==> config.mk <==
export PLATFORM = sky130hd
export DESIGN_NAME = xor_lrc_frame_deframer
export DESIGN_NICKNAME = d
export VERILOG_FILES = /design/src/hdl/xld_pkg.sv /design/src/hdl/xld_parser.sv /design/src/hdl/xld_outbuf.sv /design/src/hdl/xld_config.sv /design/src/hdl/xor_lrc_frame_deframer.sv
export SDC_FILE = /design/constraint.sdc
export NUM_CORES = 1
export LEC_CHECK = 0
export ABC_AREA = 0
export BUFFER_PORTS_ARGS = -buffer_cell sky130_fd_sc_hd__buf_2
export CAP_MARGIN = 20
export CORE_MARGIN = 2
export CORE_UTILIZATION = 60
export CTS_BUF_LIST = sky130_fd_sc_hd__clkbuf_2
export CTS_CLUSTER_SIZE = 16
export DETAILED_ROUTE_END_ITERATION = 16
export GPL_TIMING_DRIVEN = 0
export PLACE_DENSITY = 0.81
export SYNTH_ARGS = -nofsm -noshare
export SYNTH_HDL_FRONTEND = slang
export SYNTH_HIERARCHICAL = 1
export SYNTH_SLANG_ARGS = --single-unit
==> constraint.sdc <==
create_clock -name i_clk -period 9.6 [get_ports i_clk]
set_clock_uncertainty 0.15 [all_clocks]
set_input_delay 0.96 -clock i_clk [delete_from_list [all_inputs] [get_ports i_clk]]
set_output_delay 0.96 -clock i_clk [all_outputs]
set_load 0.05 [all_outputs]
==> src/hdl/xld_pkg.sv <==
// Package for the XOR-LRC frame deframer.
// Holds the result type, phase type, status codes and type-byte decode.
// No dependencies.
package xld_pkg;

    localparam logic [20:0] MAX_BODY_RESET = 21'd1048580;

    localparam logic [7:0] TYPE_P = 8'd80;
    localparam logic [7:0] TYPE_C = 8'd67;
    localparam logic [7:0] TYPE_T = 8'd84;
    localparam logic [7:0] TYPE_Z = 8'd90;
    localparam logic [7:0] TYPE_B = 8'd66;
    localparam logic [7:0] TYPE_X = 8'd88;
    localparam logic [7:0] TYPE_H = 8'd72;
    localparam logic [7:0] MSG_ERROR = 8'd69;

    localparam logic [2:0] ST_OK        = 3'd0;
    localparam logic [2:0] ST_BAD_TYPE  = 3'd1;
    localparam logic [2:0] ST_BAD_LEN   = 3'd2;
    localparam logic [2:0] ST_BAD_LRC   = 3'd3;
    localparam logic [2:0] ST_EMPTY_ERR = 3'd4;

    localparam logic [2:0] REG_MAX_BODY = 3'd0;

    typedef enum logic [2:0] {
        PH_TYPE,
        PH_LEN,
        PH_HDR,
        PH_PAYLOAD,
        PH_LRC
    } t_phase;

    typedef struct packed {
        logic [7:0] payload_byte;
        logic       byte_valid;
        logic       frame_end;
        logic [2:0] status;
        logic [7:0] frame_type;
        logic [7:0] destination;
        logic [7:0] sender;
        logic [7:0] command_code;
        logic [7:0] message_code;
        logic       compressed;
    } t_result;

    function automatic logic [2:0] len_width(input logic [7:0] t);
        logic [2:0] w;
        case (t)
            TYPE_P: w = 3'd1;
            TYPE_C, TYPE_T, TYPE_Z: w = 3'd2;
            TYPE_B, TYPE_X, TYPE_H: w = 3'd4;
            default: w = 3'd0;
        endcase
        return w;
    endfunction

endpackage

==> src/hdl/xld_parser.sv <==
// Frame parser: phase machine, length/header capture, LRC check, result build.
// Depends on xld_pkg.
module xld_parser (
    input  logic             i_clk,
    input  logic             i_rst_n,
    input  logic             i_accept,
    input  logic [7:0]       i_byte,
    input  logic [20:0]      i_max_body,
    output logic             o_res_valid,
    output xld_pkg::t_result o_res
);
    import xld_pkg::*;

    t_phase      r_phase, n_phase;
    logic [7:0]  r_type, n_type;
    logic [2:0]  r_left, n_left;
    logic [31:0] r_len, n_len;
    logic [20:0] r_count, n_count;
    logic [7:0]  r_lrc, n_lrc;
    logic [7:0]  r_hdr [4];
    logic [7:0]  n_hdr [4];

    logic [2:0]  type_w;
    logic [2:0]  cur_w;
    logic [1:0]  len_pos;
    logic [1:0]  hdr_pos;
    logic [31:0] len_shift;
    logic        len_bad;
    logic [20:0] body_left;

    assign type_w    = len_width(i_byte);
    assign cur_w     = len_width(r_type);
    assign len_pos   = 2'(cur_w - r_left);
    assign hdr_pos   = 2'(3'd4 - r_left);
    assign len_shift = {24'd0, i_byte} << {len_pos, 3'b000};
    assign len_bad   = (n_len < 32'd4) || (n_len > {11'd0, i_max_body});
    assign body_left = r_len[20:0] - 21'd4;

    always_comb begin
        n_phase = r_phase;
        case (r_phase)
            PH_TYPE: begin
                if (type_w != 3'd0) begin
                    n_phase = PH_LEN;
                end
            end
            PH_LEN: begin
                if (r_left == 3'd1) begin
                    n_phase = len_bad ? PH_TYPE : PH_HDR;
                end
            end
            PH_HDR: begin
                if (r_left == 3'd1) begin
                    n_phase = (body_left == 21'd0) ? PH_LRC : PH_PAYLOAD;
                end
            end
            PH_PAYLOAD: begin
                if (r_count == 21'd1) begin
                    n_phase = PH_LRC;
                end
            end
            PH_LRC: begin
                n_phase = PH_TYPE;
            end
            default: begin
                n_phase = PH_TYPE;
            end
        endcase
    end

    always_comb begin
        n_type  = r_type;
        n_left  = r_left;
        n_len   = r_len;
        n_count = r_count;
        n_lrc   = r_lrc;
        n_hdr   = r_hdr;
        o_res_valid = 1'b0;
        o_res       = '0;
        case (r_phase)
            PH_TYPE: begin
                n_type  = i_byte;
                n_len   = '0;
                n_count = '0;
                n_lrc   = '0;
                n_left  = type_w;
                for (int k = 0; k < 4; k++) begin
                    n_hdr[k] = '0;
                end
                if (type_w == 3'd0) begin
                    o_res_valid = 1'b1;
                    o_res.frame_end = 1'b1;
                    o_res.status    = ST_BAD_TYPE;
                end
            end
            PH_LEN: begin
                n_lrc  = r_lrc ^ i_byte;
                n_len  = r_len | len_shift;
                n_left = r_left - 3'd1;
                if (r_left == 3'd1) begin
                    n_left = 3'd4;
                    if (len_bad) begin
                        o_res_valid = 1'b1;
                        o_res.frame_end = 1'b1;
                        o_res.status    = ST_BAD_LEN;
                    end
                end
            end
            PH_HDR: begin
                n_lrc  = r_lrc ^ i_byte;
                n_hdr[hdr_pos] = i_byte;
                n_left = r_left - 3'd1;
                if (r_left == 3'd1) begin
                    n_count = body_left;
                end
            end
            PH_PAYLOAD: begin
                n_lrc   = r_lrc ^ i_byte;
                n_count = r_count - 21'd1;
                o_res_valid = 1'b1;
                o_res.payload_byte = i_byte;
                o_res.byte_valid   = 1'b1;
            end
            PH_LRC: begin
                o_res_valid = 1'b1;
                o_res.frame_end = 1'b1;
                if ((r_lrc ^ i_byte) != 8'd0) begin
                    o_res.status = ST_BAD_LRC;
                end else if (r_hdr[3] == MSG_ERROR && r_len == 32'd4) begin
                    o_res.status = ST_EMPTY_ERR;
                end else begin
                    o_res.status = ST_OK;
                end
            end
            default: begin
                o_res_valid = 1'b0;
            end
        endcase
        o_res.frame_type   = n_type;
        o_res.destination  = n_hdr[0];
        o_res.sender       = n_hdr[1];
        o_res.command_code = n_hdr[2];
        o_res.message_code = n_hdr[3];
        o_res.compressed   = (n_type == TYPE_Z) || (n_type == TYPE_H);
    end

    always_ff @(posedge i_clk) begin
        if (!i_rst_n) begin
            r_phase <= PH_TYPE;
            r_type  <= '0;
            r_left  <= '0;
            r_len   <= '0;
            r_count <= '0;
            r_lrc   <= '0;
            for (int k = 0; k < 4; k++) begin
                r_hdr[k] <= '0;
            end
        end else if (i_accept) begin
            r_phase <= n_phase;
            r_type  <= n_type;
            r_left  <= n_left;
            r_len   <= n_len;
            r_count <= n_count;
            r_lrc   <= n_lrc;
            r_hdr   <= n_hdr;
        end
    end

endmodule

==> src/hdl/xld_outbuf.sv <==
// Output register with one skid entry for the result channel.
// Depends on xld_pkg.
module xld_outbuf (
    input  logic             i_clk,
    input  logic             i_rst_n,
    input  logic             i_push,
    input  xld_pkg::t_result i_data,
    output logic             o_full,
    output logic             o_valid,
    output xld_pkg::t_result o_data,
    input  logic             i_stall
);
    import xld_pkg::*;

    logic    r_out_valid;
    t_result r_out;
    logic    r_skid_valid;
    t_result r_skid;
    logic    out_free;

    assign out_free = !r_out_valid || !i_stall;
    assign o_full   = r_skid_valid;
    assign o_valid  = r_out_valid;
    assign o_data   = r_out;

    always_ff @(posedge i_clk) begin
        if (!i_rst_n) begin
            r_out_valid  <= 1'b0;
            r_skid_valid <= 1'b0;
        end else begin
            if (out_free) begin
                r_out_valid  <= r_skid_valid || i_push;
                r_skid_valid <= 1'b0;
            end else if (i_push) begin
                r_skid_valid <= 1'b1;
            end
        end
    end

    always_ff @(posedge i_clk) begin
        if (out_free) begin
            r_out <= r_skid_valid ? r_skid : i_data;
        end
        if (!out_free && i_push && !r_skid_valid) begin
            r_skid <= i_data;
        end
    end

endmodule

==> src/hdl/xld_config.sv <==
// APB-style register port holding the largest accepted length field.
// Depends on xld_pkg.
module xld_config (
    input  logic        i_clk,
    input  logic        i_rst_n,
    input  logic        psel,
    input  logic        penable,
    input  logic        pwrite,
    input  logic [2:0]  paddr,
    input  logic [31:0] pwdata,
    output logic [31:0] prdata,
    output logic        pready,
    output logic [20:0] o_max_body
);
    import xld_pkg::*;

    logic [20:0] r_max_body;
    logic        reg_hit;

    assign reg_hit    = (paddr[2] == REG_MAX_BODY[0]);
    assign pready     = 1'b1;
    assign prdata     = reg_hit ? {11'd0, r_max_body} : 32'd0;
    assign o_max_body = r_max_body;

    always_ff @(posedge i_clk) begin
        if (!i_rst_n) begin
            r_max_body <= MAX_BODY_RESET;
        end else if (psel && penable && pwrite && reg_hit) begin
            r_max_body <= pwdata[20:0];
        end
    end

endmodule

==> src/hdl/xor_lrc_frame_deframer.sv <==
// Top level of the XOR-LRC frame deframer.
// Depends on xld_pkg, xld_config, xld_parser, xld_outbuf.
//
// Usage:
//   Input channel: one received byte per transaction on i_rx_byte, taken when
//   i_valid is high and o_stall is low. Output channel: one result per
//   transaction (payload byte, or frame end with status and header fields),
//   taken when o_valid is high and i_stall is low. Valid type, in-range length
//   and header bytes produce no result; a bad type or length ends the frame.
//   Each result is registered in the output register, or in the skid entry
//   while that register is stalled. Throughput: one byte per cycle while
//   o_stall is low, set by the parser update from input byte to output register.
//   Stall: the output register plus one skid entry absorb results; o_stall
//   rises once the skid entry is occupied and falls when it drains.
//   Reset (i_rst_n low, synchronous): parser waits for a type byte, both
//   output entries empty, max_body returns to 1048580.
//   Configuration: max_body at byte address 0; the user must write it only while idle, the block does not enforce this.
module xor_lrc_frame_deframer (
    input  logic        i_clk,
    input  logic        i_rst_n,
    input  logic        i_valid,
    output logic        o_stall,
    input  logic [7:0]  i_rx_byte,
    output logic        o_valid,
    input  logic        i_stall,
    output logic [7:0]  o_payload_byte,
    output logic        o_byte_valid,
    output logic        o_frame_end,
    output logic [2:0]  o_status,
    output logic [7:0]  o_frame_type,
    output logic [7:0]  o_destination,
    output logic [7:0]  o_sender,
    output logic [7:0]  o_command_code,
    output logic [7:0]  o_message_code,
    output logic        o_compressed,
    input  logic        psel,
    input  logic        penable,
    input  logic        pwrite,
    input  logic [2:0]  paddr,
    input  logic [31:0] pwdata,
    output logic [31:0] prdata,
    output logic        pready
);
    import xld_pkg::*;

    logic [20:0] max_body;
    logic        accept;
    logic        res_valid;
    t_result     res;
    t_result     out_res;
    logic        buf_full;

    assign o_stall = buf_full;
    assign accept  = i_valid && !buf_full;

    xld_config u_config (
        .i_clk      (i_clk),
        .i_rst_n    (i_rst_n),
        .psel       (psel),
        .penable    (penable),
        .pwrite     (pwrite),
        .paddr      (paddr),
        .pwdata     (pwdata),
        .prdata     (prdata),
        .pready     (pready),
        .o_max_body (max_body)
    );

    xld_parser u_parser (
        .i_clk       (i_clk),
        .i_rst_n     (i_rst_n),
        .i_accept    (accept),
        .i_byte      (i_rx_byte),
        .i_max_body  (max_body),
        .o_res_valid (res_valid),
        .o_res       (res)
    );

    xld_outbuf u_outbuf (
        .i_clk   (i_clk),
        .i_rst_n (i_rst_n),
        .i_push  (accept && res_valid),
        .i_data  (res),
        .o_full  (buf_full),
        .o_valid (o_valid),
        .o_data  (out_res),
        .i_stall (i_stall)
    );

    assign o_payload_byte = out_res.payload_byte;
    assign o_byte_valid   = out_res.byte_valid;
    assign o_frame_end    = out_res.frame_end;
    assign o_status       = out_res.status;
    assign o_frame_type   = out_res.frame_type;
    assign o_destination  = out_res.destination;
    assign o_sender       = out_res.sender;
    assign o_command_code = out_res.command_code;
    assign o_message_code = out_res.message_code;
    assign o_compressed   = out_res.compressed;

`ifndef SYNTHESIS
    a_byte_not_end: assert property (@(posedge i_clk) disable iff (!i_rst_n)
        o_valid && o_byte_valid |-> !o_frame_end)
        else $error("payload byte flagged as frame end");

    a_status_only_at_end: assert property (@(posedge i_clk) disable iff (!i_rst_n)
        o_valid && !o_frame_end |-> o_status == ST_OK)
        else $error("nonzero status outside frame end");

    a_skid_implies_out: assert property (@(posedge i_clk) disable iff (!i_rst_n)
        o_stall |-> o_valid)
        else $error("skid entry held while output register empty");

    a_skid_needs_stall: assert property (@(posedge i_clk) disable iff (!i_rst_n)
        !$past(o_stall) && o_stall |-> $past(i_stall) && $past(o_valid))
        else $error("skid entry filled without a downstream stall");
`endif

endmodule
==> run_results.csv, run 1 <==
group,metric,value,unit
yosys,synth-edff-count,108,
yosys,synth_area,0.01259,mm²
layout,nNetsFinal,1583,
global_route,grt_max_degree,37,
yosys,synthAdderAreaFrac,3.081,%
hold_path,hold_path.class,"input port to register",
setup_path,worst_ep_required_time,9.98,ns
sta,period_share,65.92,%
floorplan,die_x,148.9,µm
power,internal-power,1.485,mW
yosys,synthCells,1317,
yosys,synth.distinct_cells,86,
sta,period_minus_slack,6.328,ns
power,vdd_drop_max,89.88,µV
yosys,synth_top_cell_by_area,"edfxtp_1",
global_route,grt_pass1_vias,10302,
layout,final_cell_count_no_fill,1821,
floorplan,core_area,0.02043,mm²
yosys,avgSynthCellArea,9.559,µm²
placed_design,dp_hpwl,24070,µm
clock_tree,cts.path.max_buffers,3,
power,p_total,2.107,mW
yosys,synth_xor_area_share,2.017,%
floorplan,fp.dieArea,0.02216,mm²
sta,timing.setup.tns,0,ns
power,netSwitchingFraction,29.49,%
yosys,ys_ff_latch,238,
placed_design,placed_area,0.01358,mm²
routing,wl,33190,µm
clock_tree,cts_sinks,238,
yosys,yosysMostFrequentCell,"nand2_1",
clock_tree,htreeDepth,2,
placed_design,io_buffers,109,
power,clkPwrFrac,35.0,%
power,seq_power_share,52.2,%
routing,drt_iter0_markers,1137,
routing,avgRoutedWirePerCell,18.23,µm
floorplan,start_util,61.62,%
sta,tightest_slew,0.8384,ns
yosys,synth_seq_area_share,46.43,%
clock_tree,cts_buffers,59,
global_route,antenna_found_initial,1,
sta,hold_violations,0,
placed_design,placed_cells,1711,
setup_path,critPathLaunchType,"register",
yosys,synth_compound_area_share,12.97,%
yosys,yosys.area_share.simple,20.54,%
power,leakage,5.789,nW
yosys,synth_top_flop_cell,"dfxtp_1",
global_route,track_usage,29.87,%
routing,ant_nets,0,
sta,drv_slew,0,
yosys,synth_mux_area_share,9.074,%
yosys,async_reset_ff_share,0,%
routing,drc,0,
sta,timing.fmax,158.0,MHz
job,drv_cap,0,
sta,rsz0062_at_grt,"no",
yosys,synth_top_family_by_area,"simple AND/OR/NAND/NOR gates",
global_route,gr-total-overflow,0,
clock_tree,post-cts-setup-buffers,0,
placed_design,pre_cts_slack,3.507,ns
clock_tree,cts_tree,"built",
layout,layout-drive-gt1-share,20.65,%
sta,holdWs,0.2154,ns
floorplan,dieHeight,148.9,µm
setup_path,cp_data_arrival_time,6.70,ns
run_status,run_status,"complete, no violations",
clock_tree,root_buffer,"clkbuf_2",
yosys,ys_top_cells_by_area,"edfxtp_1, dfxtp_1, nand2_1",
yosys,synth_top_cell_area_share,25.76,%
power,comb_power_share,12.9,%
routing,drt-pass1-iter-count,6,
sta,slew_headroom,44.11,%
layout,areaGrowthSynthToFinish,12.68,%
layout,num-fill-cells,1631,
sta,setup_viol,0,
routing,vias,10914,
clock_tree,cts-hold-fix-buffers,0,
layout,design_area,0.01419,mm²
clock_tree,ctsResizeCount,0,
clock_tree,clk_latency,0.86,ns
yosys,synth_common_cells,"nand2_1, dfxtp_1, edfxtp_1",
floorplan,num_rows,52,
floorplan,io_pins,139,
layout,fin_util,69.44,%
setup_path,cp-end-kind,"register",
power,power_density,148.5,mW/mm²
clock_tree,cts.clk_slew.worst_paths,0.11,ns
setup_path,worstPathMaxFanout,14,
global_route,grt_pass1_wl,52860,µm
yosys,ys_warn_count,6,
placed_design,place_congestion,0.9797,
sta,setup_ws,3.272,ns
routing,vias_per_cell,5.993,
power,p_sw,0.6213,mW
setup_path,crit_type,"register to register",
-- layer usage --
layer	part of all wire [%]	GRT usage [%]	vias up
li1	-	-	5067
met1	42	39.86	5167
met2	47	48.61	599
met3	8.5	5.413	81
met4	3.0	11.71	0
met5	0	0	-
-- state kept, by name, summed over array words and instances (netlist names) --
| signal | count |
|---|---|
| u_parser/r_hdr | 32 |
| u_parser/r_lrc | 8 |
| u_config/o_max_body | 21 |
| u_outbuf/r_skid | 54 |
| u_outbuf/o_full | 1 |
| u_parser/r_count | 21 |
| u_outbuf/o_data | 54 |
| u_parser/r_left | 3 |
| u_outbuf/o_valid | 1 |
| u_parser/r_phase | 3 |
| u_parser/r_type | 8 |
| u_parser/r_len | 32 |
-- worst paths after layout --
path	depth (start not counted)	slack (ns)	startpoint	end
max	22	3.27	u_parser/r_type[6]$_SDFFE_PN0P_	u_outbuf/r_skid[23]$_DFFE_PP_
max reg2reg	22	3.27	u_parser/r_type[6]$_SDFFE_PN0P_	u_outbuf/r_skid[23]$_DFFE_PP_
min reg2reg	2	0.33	u_config/o_max_body[0]$_SDFFE_PN0P_	u_config/o_max_body[0]$_SDFFE_PN0P_
min	3	0.22	pwdata[6]	u_config/o_max_body[6]$_SDFFE_PN0P_
-- layout by cell type, fill, tap and decap left out, types with 10 or more instances in the layout --
cell      Yosys  final
a21oi_1      71     71
a22oi_1      26     26
and3_1       21     21
buf_2         3    112
buf_4        14     14
buf_6        10     14
clkbuf_1     57     57
clkbuf_2      1     87
clkinv_1      2     17
conb_1        2     12
dfxtp_1     130    130
edfxtp_1    108    108
ha_1         31     31
inv_1        35     35
mux2_2       17     17
mux2_4       38     38
mux2i_1      38     38
nand2_1     208    207
nand2b_1     36     36
nand3_1      12     12
nand4_1      12     12
nor2_1      105    105
nor2b_1      38     38
nor3_1       20     20
nor4_1       17     17
o21ai_0      82     82
or3_1        10     10
xnor2_1      24     24
-- power by group through the flow --
stage	Clock, mW	Sequential (mW)	Combinational [mW]
2_1_floorplan	0	1.18	0.139
6_report	0.737	1.10	0.271
3_5_place_dp	0	1.12	0.266
4_1_cts	0.751	1.10	0.267
3_3_place_gp	0	1.12	0.259
5_1_grt	0.809	1.10	0.288
-- cells by family (layout without fill, tap and decap cells) --
family / after synthesis / in the layout
compound gates: 264 / 264
xor+xnor: 29 / 29
fa+ha+maj: 31 / 31
buf+inv: 134 / 357
flops: 238 / 238
mux: 93 / 93
other cells: 2 / 13
simple gates: 526 / 526
-- area by class of cell --
type                    instances  area (µm²)  area share [%]
multi-input cells             955        6056           42.69
repair buffers                114       610.6           4.304
clock inverters                23       170.2           1.200
well taps                     270       337.8           2.381
inverters                      37       138.9          0.9790
flip-flops and latches        238        5846           41.21
plain buffers                  97       594.3           4.189
diodes                          1       2.502         0.01764
clock buffers                  86       430.4           3.034
-- worst max-delay path, stage by stage, from the launching register on --
cell	delay [ns]
dfxtp_1	0.38
or3b_2	0.48
nor4_1	0.31
nand2b_1	0.12
ha_1	0.20
xnor2_1	0.19
nor3_1	0.49
nor2_1	0.22
nor2_1	0.43
a22o_1	0.24
ha_1	0.15
a21o_1	0.11
a21oi_1	0.06
o21ai_0	0.26
o21ai_0	0.14
a21oi_1	0.28
a221o_1	0.25
o2111ai_1	0.14
nand3_1	0.15
and3b_1	0.21
nor3b_2	0.59
buf_6	0.27
buf_6	0.20
Note: power is estimated with default switching activity, not from simulation.
==> run 2: changes to the inputs <==
ABC_AREA = 1   (was 0)
clock period = 6.1 ns   (was 9.6 ns; I/O delays follow)
==> run_results.csv, run 2 <==
group,metric,value,unit
setup_path,cp_top_family,"simple AND/OR/NAND/NOR gates",
power,leakage,7.062,nW
sta,period_minus_slack,5.262,ns
power,comb_power_share,18.0,%
sta,setup_ws,0.8381,ns
setup_path,crit_type,"register to register",
clock_tree,htreeDepth,2,
floorplan,die_x,151.6,µm
sta,drv_slew,0,
layout,design_area,0.01484,mm²
placed_design,dp_hpwl,25720,µm
yosys,synth-edff-count,108,
floorplan,start_util,60.48,%
yosys,synth_seq_area_share,44.70,%
yosys,avgSynthCellArea,7.430,µm²
power,p_sw,1.145,mW
sta,tightest_slew,0.8407,ns
yosys,synth_top_flop_cell,"dfxtp_1",
setup_path,cp-end-kind,"register",
setup_path,worst-path-buf-inv,6,
sta,setup_viol,0,
setup_path,cpMaxStageDelayCell,"nor2_4",
floorplan,fp.dieArea,0.02299,mm²
layout,layout-drive-gt1-share,15.38,%
layout,nNetsFinal,2045,
clock_tree,root_buffer,"clkbuf_2",
setup_path,critPathMaxStageDelay,0.47,ns
routing,vias_per_cell,5.372,
routing,vias,12335,
routing,avgRoutedWirePerCell,15.53,µm
global_route,grt_pass1_wl,56280,µm
sta,hold_violations,0,
layout,final_common_cell,"nand2_1",
floorplan,dieHeight,151.6,µm
power,internal-power,2.297,mW
floorplan,num_rows,54,
yosys,synth_top_cell_by_area,"edfxtp_1",
clock_tree,cts.clk_slew.worst_paths,0.12,ns
clock_tree,cts_tree,"built",
yosys,synth.distinct_cells,47,
clock_tree,cts_sinks,238,
placed_design,place_congestion,0.9734,
global_route,grt_max_degree,45,
routing,drc,0,
yosys,synthCells,1760,
hold_path,hold_path.class,"input port to register",
sta,period_share,86.26,%
clock_tree,cts-hold-fix-buffers,26,
power,p_total,3.441,mW
yosys,synth_area,0.01308,mm²
power,seq_power_share,51.8,%
routing,ant_nets,0,
global_route,gr-total-overflow,0,
routing,drt_iter0_markers,1208,
sta,timing.fmax,190.0,MHz
sta,slew_headroom,43.95,%
global_route,grt_pass1_vias,11420,
clock_tree,cts.path.max_buffers,3,
global_route,track_usage,31.02,%
layout,areaGrowthSynthToFinish,13.51,%
routing,drt-pass1-iter-count,8,
yosys,synth_common_cells,"nand2_1, inv_1, o21ai_0",
clock_tree,clk_latency,0.86,ns
layout,num-fill-cells,1880,
clock_tree,post-cts-setup-buffers,0,
placed_design,placed_area,0.01404,mm²
routing,wl,35660,µm
yosys,ys_warn_count,6,
placed_design,pre_cts_slack,1.026,ns
placed_design,io_buffers,105,
yosys,synth_top_cell_area_share,24.80,%
floorplan,core_area,0.02162,mm²
yosys,ys_ff_latch,238,
global_route,antenna_found_initial,1,
layout,layout_common_cells,"nand2_1, inv_1, o21ai_0",
yosys,async_reset_ff_share,0,%
power,vdd_drop_max,118.4,µV
clock_tree,ctsResizeCount,0,
yosys,yosysMostFrequentCell,"nand2_1",
sta,holdWs,0.1245,ns
job,drv_cap,0,
setup_path,worstPathMaxFanout,37,
yosys,ys_top_cells_by_area,"edfxtp_1, dfxtp_1, nand2_1",
clock_tree,cts_buffers,59,
run_status,run_status,"complete, no violations",
power,clkPwrFrac,30.3,%
power,power_density,231.9,mW/mm²
power,netSwitchingFraction,33.26,%
setup_path,worst_ep_required_time,6.47,ns
sta,rsz0062_at_grt,"no",
setup_path,cp_data_arrival_time,5.63,ns
floorplan,io_pins,139,
setup_path,critPathLaunchType,"register",
setup_path,cpMostUsedCell,"nand2_1",
-- run 2: cell count changes in the layout (fill, tap and decap cells not counted), sizes merged, moves of 25 or more --
cell	delta
nand2	+128
nand3	+59
a21oi	+42
mux2i	-38
mux2	-55
inv	+290
dlygate4sd3	+26
nor2	+87
o21ai	+137
nor2b	-38
nand2b	-36
a22oi	-25
-- run 2: final timing paths --
check	from	end	slack, ns	cells past startpoint
hold reg to reg	u_parser/r_lrc[4]$_SDFFE_PN0P_	u_parser/r_lrc[4]$_SDFFE_PN0P_	0.33	2
setup / recovery	u_parser/r_type[6]$_SDFFE_PN0P_	u_outbuf/r_skid[31]$_DFFE_PP_	0.84	33
hold / removal	i_valid	u_outbuf/o_full$_SDFFE_PP0P_	0.12	5
setup reg to reg	u_parser/r_type[6]$_SDFFE_PN0P_	u_outbuf/r_skid[31]$_DFFE_PP_	0.84	33
-- run 2: cell families after synthesis --
family                     Yosys count  share of synthesized area [%]
DFF                                238                          44.70
adders and majority gates           31                          2.966
xor gates and xnor gates            28                          1.875
AOI/OAI and AO/OA                  379                          15.36
other                                2                        0.05743
and+or+nand+nor                    656                          21.49
buffers and inverters              426                          13.55
-- run 2: power by group through the flow --
stage | combinational (mW) | clock (mW) | sequential (mW)
6_report | 0.619 | 1.04 | 1.78
4_1_cts | 0.606 | 1.07 | 1.78
5_1_grt | 0.674 | 1.16 | 1.79
3_3_place_gp | 0.575 | 0 | 1.82
2_1_floorplan | 0.348 | 0 | 1.91
3_5_place_dp | 0.591 | 0 | 1.82
-- run 2: per-stage QoR --
stage          cells  TNS, ns  utilization (%)
2_1_floorplan   1770        0                -
3_3_place_gp    2155   -74.22            64.70
3_5_place_dp    2157        0            64.94
4_1_cts         2295        0            68.64
5_1_grt         2296        0            68.65
6_report        2296        0            68.65
-- run 2: routing by layer --
metal / vias up / track usage, % / part of all wire, %
met5: - / 0 / 0
met4: 0 / 12.22 / 3.2
met3: 95 / 4.970 / 8.2
met2: 577 / 53.19 / 48
met1: 5609 / 39.32 / 40
li1: 6054 / - / -
-- run 2: cell type report --
class / count / area [µm²] / share of cell area [%]
Inverter: 326 / 1224 / 8.244
Antenna cell: 1 / 2.502 / 0.01686
Sequential cell: 238 / 5846 / 39.38
Clock inverter: 26 / 110.1 / 0.7418
Timing Repair Buffer: 133 / 825.8 / 5.564
Multi-Input combinational cell: 1106 / 5507 / 37.10
Tap cell: 280 / 350.3 / 2.360
Buffer: 100 / 548.0 / 3.692
Clock buffer: 86 / 430.4 / 2.900
-- run 2: tightest hold or removal path: stages --
cell and delay (ns):
buf_2 0.10, nand2_2 0.09, nor2_2 0.05, nor2_1 0.11, nor2_1 0.07
